==> config.mk <==
export PLATFORM = sky130hd
export DESIGN_NAME = nace_front
export DESIGN_NICKNAME = d
export VERILOG_FILES = /design/src/rtl/core/nace_pkg.sv /design/src/rtl/core/nace_front.sv
export SDC_FILE = /design/constraint.sdc
export NUM_CORES = 1
export LEC_CHECK = 0
export BUFFER_PORTS_ARGS = -buffer_cell sky130_fd_sc_hd__buf_2
export CORE_ASPECT_RATIO = 0.8
export CORE_MARGIN = 10
export CORE_UTILIZATION = 51
export DETAILED_ROUTE_END_ITERATION = 16
export PLACE_DENSITY = 0.75
export SYNTH_ARGS = -nofsm -noshare
export SYNTH_HDL_FRONTEND = slang
export SYNTH_SLANG_ARGS = --single-unit
==> constraint.sdc <==
create_clock -name clk -period 3.7 [get_ports clk]
set_input_delay 0.185 -clock clk [delete_from_list [all_inputs] [get_ports clk]]
set_output_delay 0.185 -clock clk [all_outputs]
set_load 0.02 [all_outputs]
==> src/rtl/core/nace_pkg.sv <==
// ----------------------------------------------------------------------------
// nace_pkg
// Shared types and constants for the normal-angle curvature estimator.
// ----------------------------------------------------------------------------
package nace_pkg;

    localparam int MaxNeighbors = 21;
    localparam int CntW         = 5;
    localparam int SumW         = 40;
    localparam int ProdSteps    = 9;
    localparam int SqSteps      = 3;
    localparam int SqrtSteps    = 30;
    localparam int CordicSteps  = 15;
    localparam int DivSteps     = 40;
    localparam int FqDepth      = 4;
    localparam int FqPtrW       = 2;

    localparam logic [15:0] AngPi     = 16'd51472;
    localparam logic [15:0] AngHalfPi = 16'd25736;
    localparam logic [9:0]  BinMax    = 10'd1023;

    typedef struct packed {
        logic signed [15:0] qx;
        logic signed [15:0] qy;
        logic signed [15:0] qz;
        logic signed [15:0] nx;
        logic signed [15:0] ny;
        logic signed [15:0] nz;
        logic               use_nb;
        logic               last;
    } item_t;

    typedef struct packed {
        logic [9:0] bin;
        logic       none;
    } result_t;

    typedef struct packed {
        logic [CntW-1:0] valid_count;
        logic            busy;
    } back_status_t;

    // atan(2^-i) in Q2.14
    function automatic logic [13:0] atan_entry(input logic [3:0] i);
        logic [13:0] v;
        case (i)
            4'd0:    v = 14'd12868;
            4'd1:    v = 14'd7596;
            4'd2:    v = 14'd4014;
            4'd3:    v = 14'd2037;
            4'd4:    v = 14'd1023;
            4'd5:    v = 14'd512;
            4'd6:    v = 14'd256;
            4'd7:    v = 14'd128;
            4'd8:    v = 14'd64;
            4'd9:    v = 14'd32;
            4'd10:   v = 14'd16;
            4'd11:   v = 14'd8;
            4'd12:   v = 14'd4;
            4'd13:   v = 14'd2;
            4'd14:   v = 14'd1;
            default: v = 14'd0;
        endcase
        return v;
    endfunction

endpackage

==> src/rtl/core/nace_front.sv <==
// ----------------------------------------------------------------------------
// nace_front
// Input side: accepts words and holds them in a short queue.
// ----------------------------------------------------------------------------
module nace_front (
    input  logic          clk,
    input  logic          rst_n,
    input  logic          push,
    output logic          full,
    input  nace_pkg::item_t in_item,
    input  logic          deq,
    output logic          q_valid,
    output nace_pkg::item_t q_item
);
    import nace_pkg::*;

    item_t            mem_reg [FqDepth];
    logic [FqPtrW-1:0] wr_ptr_reg;
    logic [FqPtrW-1:0] rd_ptr_reg;
    logic [FqPtrW:0]   cnt_reg;
    logic              do_push;
    logic              do_pop;

    assign full    = (cnt_reg == (FqPtrW+1)'(FqDepth));
    assign q_valid = (cnt_reg != '0);
    assign q_item  = mem_reg[rd_ptr_reg];
    assign do_push = push && !full;
    assign do_pop  = deq && q_valid;

    always_ff @(posedge clk) begin
        if (do_push) begin
            mem_reg[wr_ptr_reg] <= in_item;
        end
    end

    always_ff @(posedge clk or negedge rst_n) begin
        if (!rst_n) begin
            wr_ptr_reg <= '0;
            rd_ptr_reg <= '0;
            cnt_reg    <= '0;
        end
        else begin
            if (do_push) wr_ptr_reg <= wr_ptr_reg + 1'b1;
            if (do_pop)  rd_ptr_reg <= rd_ptr_reg + 1'b1;
            if (do_push && !do_pop)      cnt_reg <= cnt_reg + 1'b1;
            else if (!do_push && do_pop) cnt_reg <= cnt_reg - 1'b1;
        end
    end

endmodule

==> flow_summary.ini, run 1 <==
[sta]
setup_viol = 0
holdWs_ps = 45.0
grt_setup_unrepaired = no
finalCriticalPeriod_ps = 2660
fin_setup_tns_ps = 0
finalClockSkew_ps = 17.0
slew_violations = 0
layout_setup_ws_ps = 1040
min_period_over_period_pct = 72.0
slew_headroom_pct = 46.2
hold_viol_final = 0
worstMarginPinSlew_ps = 807
max_freq_mhz = 376

[pwr]
switching_power_mw = 4.60
power_frac_comb_pct = 31.5
cellLeakagePower_nw = 6.28
pwr_density_cell_mw_per_mm2 = 803
sequentialPowerShare_pct = 43.6
p_total_mw = 14.6
swShare_pct = 31.5
clkPwrFrac_pct = 24.9
worst_ir_drop_vdd_mv = 0.498
p_int_mw = 10.0

[setup_path]
critPathArrivalTime_ps = 2480
cp_max_fo = 52
start_kind = flop
crit_type = reg -> out
cp.required_ps = 3510
crit_path_end_kind = output pin

[synth]
ys_ff_latch = 399
synth_cells = 547
async_reset_ff_share_pct = 1.75
yosys_warnings = 0
synth_area_leaders = edfxtp_1 (80%), mux4_2 (15%), buf_12 (1.4%), dfrtp_1 (1.2%), ha_1 (0.43%)
synth_most_common_cell = edfxtp_1
yosys.area.top_type = edfxtp_1
synth-edff-count = 392
syn_area_mm2 = 0.0147
netlist_top_cells_count = edfxtp_1 (392), mux4_2 (98), buf_2 (11)
syn_area_per_cell_um2 = 26.8
syn_nets = 655
synth_ff_type = edfxtp_1
synth_cell_type_count = 20
synth_seq_area_share_pct = 81.5
synth_top_area_share_pct = 80.3

[status]
status = complete, no violations

[floorplan]
io_pins = 202
initial_core_util_pct = 51.8
die_y_um = 172
rows = 55
die_area_mm2 = 0.0360
die_w_um = 210
core_area_mm2 = 0.0283

[global_route]
grt_pass1_wl_mm = 45.8
grt-ovfl-total = 0
grt_pass1_vias = 7581
grt_max_degree = 53
antenna_found_initial = 4
grt_usage_pct = 16.5

[run]
max_cap_violations = 0

[finish]
num-fill-cells = 1868
syn2layout_area_growth_pct = 24.3
fin_nets = 985
largest_reg_flops = 392
drive_above_1_share_pct = 41.3

[clock_tree]
cts_made_buffers = 38
clock-root-buffer = clkbuf_16
clock_path_buffers = 3
insertion_delay_ps = 520
hold_buffers = 100
postCtsSetupBuffers = 0
cts_resized = 0
htreeDepth = 2
clk_pin_slew_ps = 60
cts_sinks = 399
tritoncts = yes

[routing]
dr_total_vias = 6901
route.detailed.wl_per_inst_um = 23.3
viasPerCell = 5.41
first_pass_iters = 5
drc = 0
drt-total-wl_mm = 29.8
drtIter0Drc = 548
ant_nets = 0

[hold_path]
hold_path.class = in -> async

[placed_design]
pre_cts_ws_ps = 1180
hpwlAfterDp_mm = 19.0
portBuffers = 201
gp_congestion = 0.776
kinds of logic (layout without fill, tap and decap cells):
| kind of cell | count (synthesis) | after routing | share of synthesized area (%) |
|---|---|---|---|
| adders and majority gates | 6 | 6 | 0.563 |
| and+or+nand+nor | 10 | 10 | 0.427 |
| muxes | 100 | 100 | 15.2 |
| other | 0 | 4 | 0 |
| xor gates and xnor gates | 6 | 6 | 0.358 |
| DFF | 399 | 399 | 81.5 |
| buffers and inverters | 26 | 380 | 1.95 |
cells in the final DEF (no fill, tap or decap), drive strengths merged:
cell | Yosys | routed
dlygate4sd3 | 0 | 100
buf | 23 | 213
inv | 3 | 4
clkbuf | 0 | 42
and2 | 4 | 4
mux2 | 2 | 2
clkinvlp | 0 | 1
nand2 | 1 | 1
fa | 1 | 1
diode | 0 | 4
xnor2 | 4 | 4
mux4 | 98 | 98
xor2 | 2 | 2
nand3 | 1 | 1
dfrtp | 7 | 7
nor2 | 1 | 1
or3 | 1 | 1
edfxtp | 392 | 392
nor2b | 1 | 1
nor3b | 1 | 1
bufinv | 0 | 3
clkinv | 0 | 17
ha | 5 | 5
worst max-delay path, cell delays in order (launching register included):
cell     delay (ps)
dfrtp_4         950
buf_12          350
mux4_2          410
buf_2           190
final cells by class:
class	count	area, um^2	area share, %
inverters	3	11.3	0.0618
multi-input cells	122	2440	13.4
clock inverters	22	180	0.988
clock buffers	42	987	5.42
well taps	370	463	2.54
diodes	4	10.0	0.0549
flip-flops and latches	399	12000	65.6
repair buffers	313	2180	12.0
stage by stage:
step | util [%] | cells | cell area [um^2]
4_1_cts | 64.4 | 1271 | 18200
3_5_place_dp | 56.7 | 1107 | 16000
5_1_grt | 64.4 | 1273 | 18200
6_report | 64.4 | 1275 | 18200
3_3_place_gp | 56.7 | 1107 | 16000
2_1_floorplan | - | 547 | 14700
metal layers:
layer  global-route usage (%)  vias up  wire (um)
met1                     22.8     3594      12900
met5                        0        -          7
met3                     3.95       40       1870
li1                         -     3025          -
met4                     4.31        2        454
met2                     26.1      240      14600
final timing paths:
path / from / end / slack [ps] / cells past startpoint
max: rd_ptr_reg[1]$_DFFE_PN0P_ / q_item[32] / 1040 / 3
min: rst_n / cnt_reg[0]$_DFFE_PN0P_ / 40 / 2
max reg2reg: cnt_reg[2]$_DFFE_PN0P_ / mem_reg[1][94]$_DFFE_PP_ / 1240 / 4
min reg2reg: cnt_reg[2]$_DFFE_PN0P_ / cnt_reg[2]$_DFFE_PN0P_ / 480 / 1
max in group asynchronous: rst_n / rd_ptr_reg[0]$_DFFE_PN0P_ / 3460 / 2
min in group clk: push / wr_ptr_reg[0]$_DFFE_PN0P_ / 160 / 3
power groups by stage:
stage / clock (mW) / combinational [mW] / sequential, mW
global placement: 0 / 4.55 / 6.42
global route: 3.91 / 4.91 / 6.47
floorplan: 0 / 3.43 / 6.27
CTS: 3.72 / 4.72 / 6.40
detailed placement: 0 / 4.61 / 6.49
finish: 3.64 / 4.61 / 6.38
Power figures use the tool's default switching activity.
==> run 2: changes to the inputs <==
==> constraint.sdc (replaced) <==
create_clock -name clk -period 2.1 [get_ports clk]
set_input_delay 0.105 -clock clk [delete_from_list [all_inputs] [get_ports clk]]
set_output_delay 0.105 -clock clk [all_outputs]
set_load 0.02 [all_outputs]
==> flow_summary.ini, run 2 (synthesis results as in run 1) <==
[status]
status = finished, violations left
violations = negative setup slack

[sta]
min_period_over_period_pct = 104
hold_viol_final = 0
max_freq_mhz = 456
slew_violations = 0
worstMarginPinSlew_ps = 370
finalCriticalPeriod_ps = 2190
grt_setup_unrepaired = yes
finalClockSkew_ps = 13.3
setup_viol = 75
slew_headroom_pct = 75.2
layout_setup_ws_ps = -91.8

[floorplan]
io_pins = 202
die_area_mm2 = 0.0360
initial_core_util_pct = 51.8
die_w_um = 210
die_y_um = 172
core_area_mm2 = 0.0283
rows = 55

[routing]
dr_total_vias = 7180
viasPerCell = 5.45
ant_nets = 0
drc = 0
drtIter0Drc = 483
first_pass_iters = 5
drt-total-wl_mm = 32.7
route.detailed.wl_per_inst_um = 24.8

[pwr]
p_int_mw = 20.4
p_total_mw = 29.4
clkPwrFrac_pct = 22.6
worst_ir_drop_vdd_mv = 1.01
power_frac_comb_pct = 40.2
switching_power_mw = 9.00
swShare_pct = 30.6
sequentialPowerShare_pct = 37.1
cellLeakagePower_nw = 6.85
pwr_density_cell_mw_per_mm2 = 1500

[setup_path]
r2r_cells = 8
cp_max_fo = 7
critPathArrivalTime_ps = 2090
crit_path_end_kind = output pin
cp.required_ps = 2000
crit_type = reg -> out
rr_endpoint = cnt_reg[2]$_DFFE_PN0P_
r2r_slack_ps = 70
start_kind = flop
r2r_start = cnt_reg[0]$_DFFE_PN0P_

[finish]
multiInputGateArea_mm2 = 0.00246
antenna_cells = 0
register_area_mm2 = 0.0120
fin_nets = 1027
drive_above_1_share_pct = 43.8
mostFrequentLayoutCell = edfxtp_1
num-fill-cells = 1652
final_cell_mix = edfxtp_1 (392), buf_2 (112), dlygate4sd3_1 (101)
largest_reg_flops = 392
final_util_pct = 69.3
syn2layout_area_growth_pct = 33.7

[hold_path]
hold_path.class = in -> reg
holdCritStartpoint = push
holdPathEnd = wr_ptr_reg[0]$_DFFE_PN0P_
hold_path_depth = 4

[global_route]
antenna_found_initial = 0
grt-ovfl-total = 0
grt_pass1_wl_mm = 47.7
grt_max_degree = 47
grt_usage_pct = 17.3
grt_pass1_vias = 7806

[clock_tree]
htreeDepth = 2
clock-root-buffer = clkbuf_16
cts_made_buffers = 39
clk_pin_slew_ps = 60
tritoncts = yes
clock_path_buffers = 3
cts_sinks = 399
insertion_delay_ps = 510

[placed_design]
portBuffers = 201
gp_congestion = 0.736
hpwlAfterDp_mm = 18.8

[run]
max_cap_violations = 0
[run 2: changes by cell type in the layout (fill, tap and decap cells not counted), moves of 2 or more]
| cell | delta |
|---|---|
| buf_12 | +12 |
| buf_16 | +9 |
| clkinv_4 | +2 |
| clkbuf_1 | +7 |
| clkbuf_16 | +6 |
| buf_2 | -89 |
| buf_4 | +12 |
| diode_2 | -4 |
| buf_6 | +89 |
| clkinv_2 | -5 |
[run 2: cell type report]
| type | count | area share (%) |
|---|---|---|
| multi-input combinational | 122 | 12.5 |
| clock buffer | 49 | 5.17 |
| clock inverter | 21 | 1.07 |
| sequential | 399 | 61.0 |
| inverter | 3 | 0.0574 |
| timing repair buffer | 354 | 17.8 |
| tap | 370 | 2.36 |
[run 2: worst max-delay path by stage]
stage,slack (ps),startpoint,endpoint,cells past startpoint
finish,-90,rd_ptr_reg[0]$_DFFE_PN0P_,q_item[93],5
global route,-150,rd_ptr_reg[0]$_DFFE_PN0P_,q_item[4],5
CTS,-130,rd_ptr_reg[0]$_DFFE_PN0P_,q_item[58],4
detailed placement,10,cnt_reg[0]$_DFFE_PN0P_,cnt_reg[2]$_DFFE_PN0P_,8
global placement,130,cnt_reg[0]$_DFFE_PN0P_,cnt_reg[2]$_DFFE_PN0P_,8
floorplan,-410,cnt_reg[2]$_DFFE_PN0P_,mem_reg[0][0]$_DFFE_PP_,4
[run 2: power groups by stage]
stage	registers, mW	clock network, mW	logic [mW]
6_report	10.9	6.65	11.8
5_1_grt	11.0	7.15	12.5
4_1_cts	10.9	6.77	10.3
3_5_place_dp	11.1	0	8.69
3_3_place_gp	11.0	0	8.53
2_1_floorplan	11.0	0	6.06
[run 2: per-stage QoR]
stage          setup TNS, ps  cell area [um^2]  cells  hold WS (ps)  worst slack [ps]
6_report               -3630             19600   1318           206             -91.8
2_1_floorplan        -160490             14700    547          -191              -409
3_5_place_dp               0             16300   1123         -40.8              14.4
5_1_grt                -8420             19600   1318           199              -146
4_1_cts                -6370             19000   1305           148              -133
3_3_place_gp               0             16300   1123         -45.4               127
[run 2: what timing repair did]
action / in CTS / in global routing
endpoints found under the hold margin: 401 / 0
buffers inserted: 5 / 6
resized for setup: 75 / 131
hold buffers: 101 / 0
endpoints found under the setup margin: 92 / 94
cloned: 6 / 7
pin swaps: 0 / 1
[run 2: per-layer routing]
metal | GRT usage (%) | part of all wire, %
met5 | 0 | 0
met3 | 4.60 | 7.5
met2 | 27.9 | 49
met4 | 3.84 | 1.6
met1 | 23.4 | 42
[run 2: critical path, cell delays in order (launching register included)]
cell,delay (ps)
dfrtp_4,490
buf_4,150
buf_12,140
buf_16,150
mux4_2,480
buf_6,160
