--- src/rtl/core/nace_pkg.sv ---
// ----------------------------------------------------------------------------
// nace_pkg
// Shared types and constants for the normal-angle curvature estimator.
// ----------------------------------------------------------------------------
package nace_pkg;

    localparam int MaxNeighbors = 21;
    localparam int CntW         = 5;
    localparam int SumW         = 40;
    localparam int ProdSteps    = 9;
    localparam int SqSteps      = 3;
    localparam int SqrtSteps    = 30;
    localparam int CordicSteps  = 15;
    localparam int DivSteps     = 40;
    localparam int FqDepth      = 4;
    localparam int FqPtrW       = 2;

    localparam logic [15:0] AngPi     = 16'd51472;
    localparam logic [15:0] AngHalfPi = 16'd25736;
    localparam logic [9:0]  BinMax    = 10'd1023;

    typedef struct packed {
        logic signed [15:0] qx;
        logic signed [15:0] qy;
        logic signed [15:0] qz;
        logic signed [15:0] nx;
        logic signed [15:0] ny;
        logic signed [15:0] nz;
        logic               use_nb;
        logic               last;
    } item_t;

    typedef struct packed {
        logic [9:0] bin;
        logic       none;
    } result_t;

    typedef struct packed {
        logic [CntW-1:0] valid_count;
        logic            busy;
    } back_status_t;

    // atan(2^-i) in Q2.14
    function automatic logic [13:0] atan_entry(input logic [3:0] i);
        logic [13:0] v;
        case (i)
            4'd0:    v = 14'd12868;
            4'd1:    v = 14'd7596;
            4'd2:    v = 14'd4014;
            4'd3:    v = 14'd2037;
            4'd4:    v = 14'd1023;
            4'd5:    v = 14'd512;
            4'd6:    v = 14'd256;
            4'd7:    v = 14'd128;
            4'd8:    v = 14'd64;
            4'd9:    v = 14'd32;
            4'd10:   v = 14'd16;
            4'd11:   v = 14'd8;
            4'd12:   v = 14'd4;
            4'd13:   v = 14'd2;
            4'd14:   v = 14'd1;
            default: v = 14'd0;
        endcase
        return v;
    endfunction

endpackage

--- src/rtl/core/nace_result.sv ---
// ----------------------------------------------------------------------------
// nace_result
// Two-entry result queue toward the output side.
// ----------------------------------------------------------------------------
module nace_result (
    input  logic              clk,
    input  logic              rst_n,
    input  logic              wr,
    input  nace_pkg::result_t wr_data,
    output logic              res_full,
    input  logic              pop,
    output logic              empty,
    output nace_pkg::result_t rd_data
);
    import nace_pkg::*;

    result_t    ent_reg [2];
    logic       wr_ptr_reg;
    logic       rd_ptr_reg;
    logic [1:0] cnt_reg;
    logic       do_wr;
    logic       do_rd;

    assign res_full = (cnt_reg == 2'd2);
    assign empty    = (cnt_reg == 2'd0);
    assign rd_data  = ent_reg[rd_ptr_reg];
    assign do_wr    = wr && !res_full;
    assign do_rd    = pop && !empty;

    always_ff @(posedge clk) begin
        if (do_wr) begin
            ent_reg[wr_ptr_reg] <= wr_data;
        end
    end

    always_ff @(posedge clk or negedge rst_n) begin
        if (!rst_n) begin
            wr_ptr_reg <= 1'b0;
            rd_ptr_reg <= 1'b0;
            cnt_reg    <= 2'd0;
        end
        else begin
            if (do_wr) wr_ptr_reg <= ~wr_ptr_reg;
            if (do_rd) rd_ptr_reg <= ~rd_ptr_reg;
            if (do_wr && !do_rd)      cnt_reg <= cnt_reg + 2'd1;
            else if (!do_wr && do_rd) cnt_reg <= cnt_reg - 2'd1;
        end
    end

endmodule

--- config.mk ---
export PLATFORM = sky130hd
export DESIGN_NAME = nace_result
export DESIGN_NICKNAME = d
export VERILOG_FILES = /design/src/rtl/core/nace_pkg.sv /design/src/rtl/core/nace_result.sv
export SDC_FILE = /design/constraint.sdc
export NUM_CORES = 1
export LEC_CHECK = 0
export ABC_AREA = 1
export BUFFER_PORTS_ARGS = -buffer_cell sky130_fd_sc_hd__buf_2
export CORE_AREA = 2 2 49 51
export DETAILED_ROUTE_END_ITERATION = 10
export DIE_AREA = 0 0 51 53
export GPL_TIMING_DRIVEN = 0
export PLACE_DENSITY = 0.73
export SYNTH_ARGS = -nofsm -noshare
export SYNTH_HDL_FRONTEND = slang
export SYNTH_SLANG_ARGS = --single-unit
--- constraint.sdc ---
create_clock -name clk -period 1.94 [get_ports clk]
set_input_delay 0.194 -clock clk [delete_from_list [all_inputs] [get_ports clk]]
set_output_delay 0.194 -clock clk [all_outputs]
set_load 0.05 [all_outputs]
==> flow_summary.json, run 1 <==
{
  "path_cells": "inv_1 -> o21ai_0 -> nor2_1",
  "fin_area_um2": 1230,
  "synthTopCellsByArea": "edfxtp_1 (64%), nand2_1 (15%), dfrtp_1 (9.7%)",
  "path_clk_slew_ns": 0.13,
  "area_growth_pct": 20.1,
  "min_delay_path_depth": 1,
  "drtIter0Drc": 11,
  "grt_pass1_vias": 592,
  "core-area_um2": 2150,
  "critPathRequiredTime_ns": 1.88,
  "worst_path_max_delay_cell": "nor2_1",
  "async_reset_ff_share_pct": 15.4,
  "start_util_pct": 47.9,
  "grt_max_degree": 15,
  "synth_area_leader_cell": "edfxtp_1",
  "clockBufferDepth": 2,
  "grt_pass1_wl_mm": 2.53,
  "dieArea_um2": 2700,
  "ys_ff_latch": 26,
  "leakagePower_nw": 0.579,
  "start_kind": "register",
  "status": "finished clean",
  "worst_hold_startpoint": "wr_data[0]",
  "synth_cells": 89,
  "fin_skew_ns": 0.00976,
  "core.rowCount": 17,
  "syn_nets": 105,
  "critPathMaxFanout": 11,
  "dp_hpwl_mm": 1.15,
  "avgRoutedWirePerCell_um": 10.9,
  "drc_errors": 0,
  "cp.arrival_ns": 1.65,
  "fin_crit_ns": 1.71,
  "cts_tree": "built",
  "rsz0062_at_grt": "no",
  "ctsRootBufferMaster": "clkbuf_4",
  "synth.distinct_cells": 13,
  "die_h_um": 53,
  "max_cap_viol_count": 0,
  "ant_nets": 0,
  "io_buffer_count": 27,
  "finalNetCount": 138,
  "cts.repair.resized": 0,
  "r2r_setup_slack_ns": 0.23,
  "hold_end": "ent_reg[0][0]",
  "max_freq_mhz": 586,
  "tightest_slew_ns": 0.885,
  "vias": 663,
  "r2r_start": "cnt_reg[1]",
  "max_stage_delay_ns": 0.69,
  "avgViaCountPerCell": 4.45,
  "diodes": 0,
  "clock-sinks": 26,
  "io_pins": 28,
  "gp_congestion": 0.734,
  "hold_violations": 0,
  "final_layout_size_suffix_gt1_share_pct": 28.1,
  "drt_pre_antenna_iters": 4,
  "maxSlewHeadroom_pct": 40.7,
  "clkLatencyLatePin_ns": 0.31,
  "powerDensity_nw_per_um2": 1740,
  "die_x_um": 51,
  "crit_type": "register to register",
  "syn_area_per_cell_um2": 11.6,
  "wl_mm": 1.62,
  "fill_cells": 174,
  "largest_reg_flops": 22,
  "r2r-end": "ent_reg[1][2]",
  "seq_area_frac_synth_pct": 74.0,
  "ys_top_cells_by_count": "nand2_1 (42), edfxtp_1 (22), inv_1 (8)",
  "end_kind": "register",
  "synth_top_area_share_pct": 64.2,
  "setup_violations": 0,
  "cts_buffers": 3,
  "slew_viol_final": 0,
  "hold_class": "input port to register",
  "synth.cell_area_um2": 1030,
  "antenna_found_initial": 0,
  "cts_setup_buffers": 0,
  "vdd_ir_drop_max_v": 0.00114,
  "synthFlopType": "edfxtp_1",
  "cts-htree-levels": 1,
  "finalSetupTns_ns": 0,
  "fin_crit_sh_pct": 88.0,
  "yosysMostFrequentCell": "nand2_1",
  "grt_overflow": 0,
  "ys_warn_count": 0,
  "r2r_cells": 3,
  "synth-edff-count": 22,
  "placed_area_um2": 1200,
  "track_usage_pct": 13.4
}
==> layout make-up <==
cell class              instances  area (um^2)  share of cell area [%]
flip-flops and latches         26          761                    61.6
multi-input cells              53          228                    18.4
repair buffers                 28          145                    11.8
well taps                      28         35.0                    2.84
inverters                       8         30.0                    2.43
clock buffers                   4         26.3                    2.13
plain buffers                   2         10.0                   0.811
==> metrics by stage <==
stage,power (mW),cells,util (%),hold slack [ns],worst slack [ns]
after floorplan,1.70,89,-,-0.102,0.282
after global placement,1.92,144,55.8,0.00677,0.236
after detailed placement,1.94,144,55.8,0.00800,0.241
after CTS,2.16,149,57.5,0.0531,0.210
after global routing,2.28,149,57.5,0.0430,0.106
final,2.14,149,57.5,0.0622,0.232
==> power by group <==
part	switching, mW	leakage (nW)	internal, mW	total (mW)
Combinational	0.838	0.311	0.245	1.08
Clock	0.140	0.0150	0.0802	0.220
Sequential	0.0681	0.253	0.773	0.841
Total	1.05	0.579	1.10	2.14
==> layout by cell type (no fill, tap or decap) <==
cell,count
dfrtp_1,4
nor2_2,2
ha_1,1
nand3b_1,1
nand4_1,1
o21ai_0,2
buf_2,29
nand2_1,42
inv_1,8
clkbuf_1,1
dlygate4sd3_1,1
xnor2_1,1
edfxtp_1,22
nand3_1,1
clkbuf_4,3
nor2_1,2
==> critical path, delay by kind of cell (launching register included) <==
family | cells | cell delay, ns
AOI/OAI and AO/OA | 1 | 0.11
DFF | 1 | 0.42
and+or+nand+nor | 1 | 0.69
buffers and inverters | 1 | 0.12
==> how the worst max path moves through the flow <==
| stage | slack, ns | start | cells after the start | end |
|---|---|---|---|---|
| 6_report | 0.23 | cnt_reg[1] | 3 | ent_reg[1][2] |
| 5_1_grt | 0.11 | cnt_reg[0] | 2 | ent_reg[1][6] |
| 4_1_cts | 0.21 | cnt_reg[1] | 3 | ent_reg[1][5] |
| 3_5_place_dp | 0.24 | cnt_reg[0] | 2 | ent_reg[1][9] |
| 3_3_place_gp | 0.24 | cnt_reg[1] | 3 | ent_reg[1][9] |
| 2_1_floorplan | 0.28 | cnt_reg[0] | 7 | cnt_reg[1] |
==> cells by family after synthesis <==
kind of cell | after synthesis | synth area share, %
adder cells (fa/ha/maj) | 1 | 1.22
XOR/XNOR | 1 | 0.852
flip-flops | 26 | 74.0
AND/OR/NAND/NOR | 49 | 19.1
AO/OA/AOI/OAI | 2 | 0.973
buffers and inverters | 10 | 3.89
==> what timing repair did <==
action	CTS	global route
hold buffers	1	0
hold endpoints to repair	4	0
endpoints found under the setup margin	0	0
==> routing by layer <==
metal  wire length, um  GRT usage, %  vias up  part of all wire (%)
met5                 0             0        -                     0
met3                77          2.54        5                   4.7
met4                41          9.46        0                   2.5
met2               785          20.6       22                    48
li1                  -             -      354                     -
met1               720          17.2      282                    44
Power figures use the tool's default switching activity.
==> inputs of run 2 (changes only) <==
- CAP_MARGIN: unset -> 10
- GPL_TIMING_DRIVEN: 0 -> unset
==> run 2 against run 1 <==
Effect of this change: first-iteration DRC count fell by 36%; critical path depth rose by 1; clock power fell by 3%; power increased by 0.24%; core utilization is 0.23 points higher; non-clock buffer count did not move.
==> flow_summary.json, run 2 (same netlist as run 1, synthesis figures left out) <==
{
  "status": "finished clean",
  "drc_errors": 0,
  "critPathMostFrequentCell": "nand2_1",
  "gp_congestion": 0.741,
  "dieArea_um2": 2700,
  "vdd_ir_drop_max_v": 0.00101,
  "ant_nets": 0,
  "cp.arrival_ns": 1.43,
  "tightest_slew_ns": 0.406,
  "slew_viol_final": 0,
  "critPathMaxFanout": 12,
  "max_stage_delay_ns": 0.39,
  "avgViaCountPerCell": 4.60,
  "cts-htree-levels": 1,
  "die_x_um": 51,
  "cts_buffers": 3,
  "wl_mm": 1.66,
  "r2r_cells": 5,
  "max_cap_viol_count": 0,
  "fin_area_um2": 1240,
  "drt_pre_antenna_iters": 4,
  "dp_hpwl_mm": 1.27,
  "core.rowCount": 17,
  "path_clk_slew_ns": 0.12,
  "fin_crit_ns": 1.63,
  "layout.cells.most_common_list": "nand2_1 (42), buf_2 (27), edfxtp_1 (22)",
  "core-area_um2": 2150,
  "start_util_pct": 47.9,
  "post-route-util_pct": 57.7,
  "cts.repair.resized": 0,
  "grt_pass1_wl_mm": 2.55,
  "vias": 686,
  "critical_path_buf_inv_count": 2,
  "r2r-end": "ent_reg[0][5]",
  "r2r_start": "cnt_reg[1]",
  "avgRoutedWirePerCell_um": 11.2,
  "critPathRequiredTime_ns": 1.75,
  "finalNetCount": 138,
  "r2r_setup_slack_ns": 0.54,
  "diodes": 0,
  "hold_end": "ent_reg[1][10]",
  "grt_pass1_vias": 611,
  "min_delay_path_depth": 1,
  "path_cells": "inv_1 -> nand2_1 -> nand2_1 -> buf_2",
  "placed_area_um2": 1200,
  "hold_class": "input port to register",
  "io_buffer_count": 27,
  "io_pins": 28,
  "max_freq_mhz": 614,
  "end_kind": "primary output",
  "fin_skew_ns": 0.00454,
  "antenna_found_initial": 0,
  "clkLatencyLatePin_ns": 0.31,
  "track_usage_pct": 13.4,
  "cts_tree": "built",
  "rsz0062_at_grt": "no",
  "worst_slack_ns": 0.312,
  "worst_hold_startpoint": "wr_data[10]",
  "powerDensity_nw_per_um2": 1730,
  "hold_violations": 0,
  "leakagePower_nw": 0.582,
  "area_growth_pct": 20.6,
  "largest_reg_flops": 22,
  "clock-sinks": 26,
  "fin_crit_sh_pct": 83.9,
  "setup_violations": 0,
  "maxSlewHeadroom_pct": 72.9,
  "finalSetupTns_ns": 0,
  "final_common_cell": "nand2_1",
  "grt_overflow": 0,
  "die_h_um": 53,
  "grt_max_degree": 15,
  "worst_path_max_delay_cell": "dfrtp_1",
  "ctsRootBufferMaster": "clkbuf_4",
  "preCtsSetupSlack_ns": 0.531,
  "clockBufferDepth": 2,
  "final_layout_size_suffix_gt1_share_pct": 28.1,
  "drtIter0Drc": 7,
  "start_kind": "register",
  "crit_type": "register to primary output",
  "cpLargestDelayFamily": "buffers and inverters"
}
-- run 2: report_power, final --
group          switching, mW  internal, mW  leakage, nW
Sequential            0.0589         0.771        0.253
Combinational          0.852         0.252        0.314
Clock                  0.139        0.0751       0.0154
Total                   1.05          1.10        0.582
-- run 2: metal layers --
layer	vias to the layer above	global-route usage [%]	routed length, um
li1	354	-	-
met4	0	6.76	23
met1	307	12.9	643
met3	2	2.82	79
met2	23	26.4	918
met5	-	0	0
-- run 2: worst max-delay path by stage --
stage	startpoint	endpoint	slack (ns)	cells after the start
after floorplan	cnt_reg[0]	cnt_reg[1]	0.28	7
after global placement	cnt_reg[1]	ent_reg[0][9]	0.59	5
after detailed placement	cnt_reg[1]	ent_reg[0][10]	0.53	5
after CTS	rd_ptr_reg	rd_data[9]	0.27	4
after global routing	rd_ptr_reg	rd_data[1]	0.18	4
final	rd_ptr_reg	rd_data[9]	0.31	4
-- run 2: final cells by class --
class | count | area (um^2)
fill | 196 | 908
timing repair buffer | 30 | 160
clock buffer | 3 | 22.5
multi-input combinational | 53 | 228
inverter | 8 | 30.0
clock inverter | 1 | 3.75
sequential | 26 | 761
tap | 28 | 35.0
-- run 2: through the flow --
stage / std cells / power (mW) / hold WS (ns)
after detailed placement: 144 / 1.96 / 0.00752
final: 149 / 2.15 / 0.0656
after CTS: 149 / 2.18 / 0.0556
after global placement: 144 / 1.93 / 0.00527
after floorplan: 89 / 1.70 / -0.102
after global routing: 149 / 2.28 / 0.0399
-- run 2: timing repair --
item / CTS / global route
buffers inserted: 0 / 0
hold endpoints to repair: 4 / 0
hold buffers: 1 / 0
==> inputs of run 3 (changes only) <==
- ABC_AREA: 1 -> 0
- CORE_AREA: 2 2 49 51 -> 2 2 48 50
- DIE_AREA: 0 0 51 53 -> 0 0 50 52
- PLACE_DENSITY: 0.73 -> 0.74
- clock period: 1.94 -> 1.5 ns (I/O delays scaled with it)
==> run 3 against run 2 <==
Effect of this change: routed wire length fell by 3.1%; power is 46% higher; synthesized cell count shrank 40%; sequential cell count unchanged; register-to-register slack worse by 0.41 ns; non-clock buffer count is 6 higher; first-iteration DRC count decreased by 29%; largest cell class unchanged; worst setup slack worse by 0.30 ns.
==> flow_summary.json, run 3 <==
{
  "status": "finished clean",
  "fin_area_um2": 1380,
  "die_h_um": 52,
  "die_x_um": 50,
  "clkLatencyLatePin_ns": 0.31,
  "diodes": 0,
  "r2r_cells": 6,
  "critPathMaxFanout": 6,
  "grt_pass1_vias": 584,
  "dp_hpwl_mm": 1.01,
  "r2r_setup_slack_ns": 0.13,
  "ant_nets": 0,
  "synthMuxAreaShare_pct": 12.5,
  "cts_tree": "built",
  "vias": 565,
  "end_kind": "primary output",
  "layout.cells.most_common_list": "edfxtp_1 (22), buf_2 (16), buf_6 (12)",
  "syn_area_per_cell_um2": 18.7,
  "worst_hold_startpoint": "wr_data[10]",
  "critPathRequiredTime_ns": 1.35,
  "synth_xor_area_share_pct": 4.42,
  "power.switching_mw": 1.27,
  "tightest_slew_ns": 0.247,
  "internal-power_mw": 1.86,
  "final_layout_size_suffix_gt1_share_pct": 59.3,
  "clockPowerShare_pct": 8.7,
  "ys_top_cells_by_count": "edfxtp_1 (22), mux2_1 (11), dfrtp_1 (4)",
  "finalNetCount": 109,
  "grt_max_degree": 14,
  "fill_cells": 149,
  "crit_type": "register to primary output",
  "rsz0062_at_grt": "yes",
  "hold_class": "input port to register",
  "wl_mm": 1.61,
  "hold_violations": 0,
  "async_reset_ff_share_pct": 15.4,
  "drc_errors": 0,
  "synth-compound-area-share_pct": 0.505,
  "drtIter0Drc": 5,
  "final_cells": 119,
  "io_buffer_count": 27,
  "synthFlopType": "edfxtp_1",
  "clock-sinks": 26,
  "synthTopCellsByArea": "edfxtp_1 (67%), mux2_1 (13%), dfrtp_1 (10%)",
  "path_clk_slew_ns": 0.13,
  "start_kind": "register",
  "final_common_cell": "edfxtp_1",
  "synth.cell_area_um2": 991,
  "synthSimpleGateAreaFrac_pct": 3.03,
  "antenna_found_initial": 0,
  "hold_end": "ent_reg[1][10]",
  "io_pins": 28,
  "place_inst": 110,
  "drt_pre_antenna_iters": 4,
  "setup_violations": 0,
  "maxSlewHeadroom_pct": 83.7,
  "critical_path_buf_inv_count": 2,
  "avgRoutedWirePerCell_um": 13.6,
  "synth-edff-count": 22,
  "powerDensity_nw_per_um2": 2270,
  "min_delay_path_depth": 1,
  "power.total_mw": 3.13,
  "max_stage_delay_ns": 0.44,
  "max_freq_mhz": 670,
  "leakagePower_nw": 0.590,
  "slew_viol_final": 0,
  "largest_reg_flops": 22,
  "cp.arrival_ns": 1.34,
  "ys_ff_latch": 26,
  "max_cap_viol_count": 0,
  "placed_area_um2": 1180,
  "post-route-util_pct": 65.4,
  "vdd_ir_drop_max_v": 0.00155,
  "core.rowCount": 17,
  "hold_ws_ns": 0.0215,
  "grt_overflow": 0,
  "syn_nets": 69,
  "yosysMostFrequentCell": "edfxtp_1",
  "swShare_pct": 40.5,
  "synth_top_family_by_area": "multiplexers",
  "r2r-end": "cnt_reg[1]",
  "grt_pass1_wl_mm": 2.66,
  "dieArea_um2": 2600,
  "p_comb_share_pct": 56.6,
  "start_util_pct": 47.1,
  "track_usage_pct": 14.3,
  "cts-htree-levels": 1,
  "cts_buffers": 3,
  "power_frac_seq_pct": 34.7,
  "synth_cells": 53,
  "fin_skew_ns": 0.00781,
  "area_growth_pct": 39.0,
  "fin_crit_ns": 1.49,
  "fin_crit_sh_pct": 99.5,
  "r2r_start": "cnt_reg[0]",
  "seq_area_frac_synth_pct": 76.8,
  "synth_area_leader_cell": "edfxtp_1",
  "clockBufferDepth": 2,
  "ys_warn_count": 0,
  "synth_adder_area_share_pct": 1.26,
  "worst_path_max_delay_cell": "dfrtp_2",
  "synth.distinct_cells": 13,
  "gp_congestion": 0.595,
  "path_cells": "buf_6 -> mux2_4 -> buf_8",
  "cpLargestDelayFamily": "flip-flops",
  "ctsRootBufferMaster": "clkbuf_4",
  "core-area_um2": 2110,
  "avgViaCountPerCell": 4.75,
  "synth_top_area_share_pct": 66.7
}
==> run 3: timing repair <==
action | 4_1_cts | 5_1_grt
hold buffers | 1 | 0
endpoints found under the hold margin | 4 | 0
setup endpoints to repair | 11 | 12
gates cloned | 0 | 0
buffers inserted | 3 | 2
gates resized for setup | 34 | 7
pin swaps | 0 | 0
==> run 3: how the worst max path moves through the flow <==
stage | from | to | cells after the start | slack, ns
2_1_floorplan | cnt_reg[0] | cnt_reg[1] | 6 | 0.12
5_1_grt | rd_ptr_reg | rd_data[1] | 3 | -0.04
6_report | rd_ptr_reg | rd_data[3] | 3 | 0.007
3_3_place_gp | cnt_reg[0] | cnt_reg[1] | 6 | 0.13
4_1_cts | rd_ptr_reg | rd_data[0] | 3 | -0.02
3_5_place_dp | cnt_reg[0] | cnt_reg[1] | 5 | 0.10
==> run 3: cell families (layout without fill, tap and decap cells) <==
group | after synthesis | after routing
xor+xnor | 5 | 5
fa+ha+maj | 1 | 1
simple gates | 6 | 6
flops | 26 | 26
buf+inv | 3 | 41
mux | 11 | 11
compound gates | 1 | 1
==> run 3: power groups by stage <==
| stage | registers [mW] | clock network, mW | logic, mW |
|---|---|---|---|
| global route | 1.11 | 0.304 | 1.87 |
| finish | 1.08 | 0.273 | 1.77 |
| CTS | 1.08 | 0.284 | 1.66 |
| detailed placement | 1.15 | 0 | 1.21 |
| global placement | 1.14 | 0 | 1.20 |
| floorplan | 1.09 | 0 | 0.994 |
==> run 3: layout make-up <==
class | count | area (um^2) | area share [%]
inverter | 2 | 7.51 | 0.545
multi-input combinational | 24 | 265 | 19.3
sequential | 26 | 762 | 55.3
clock buffer | 3 | 22.5 | 1.63
tap | 28 | 35.0 | 2.54
timing repair buffer | 36 | 285 | 20.7
==> run 3: through the flow <==
step / setup slack (ns) / setup TNS [ns]
global route: -0.0393 / -0.346
detailed placement: 0.103 / 0
finish: 0.00744 / 0
CTS: -0.0244 / -0.0695
global placement: 0.131 / 0
floorplan: 0.125 / 0
==> run 3: layer usage <==
metal | global-route usage, % | vias up | wire [um]
met5 | 0 | - | 0
met3 | 3.16 | 4 | 64
met2 | 25.2 | 22 | 879
met4 | 6.02 | 0 | 42
met1 | 16.8 | 270 | 627
li1 | - | 269 | -
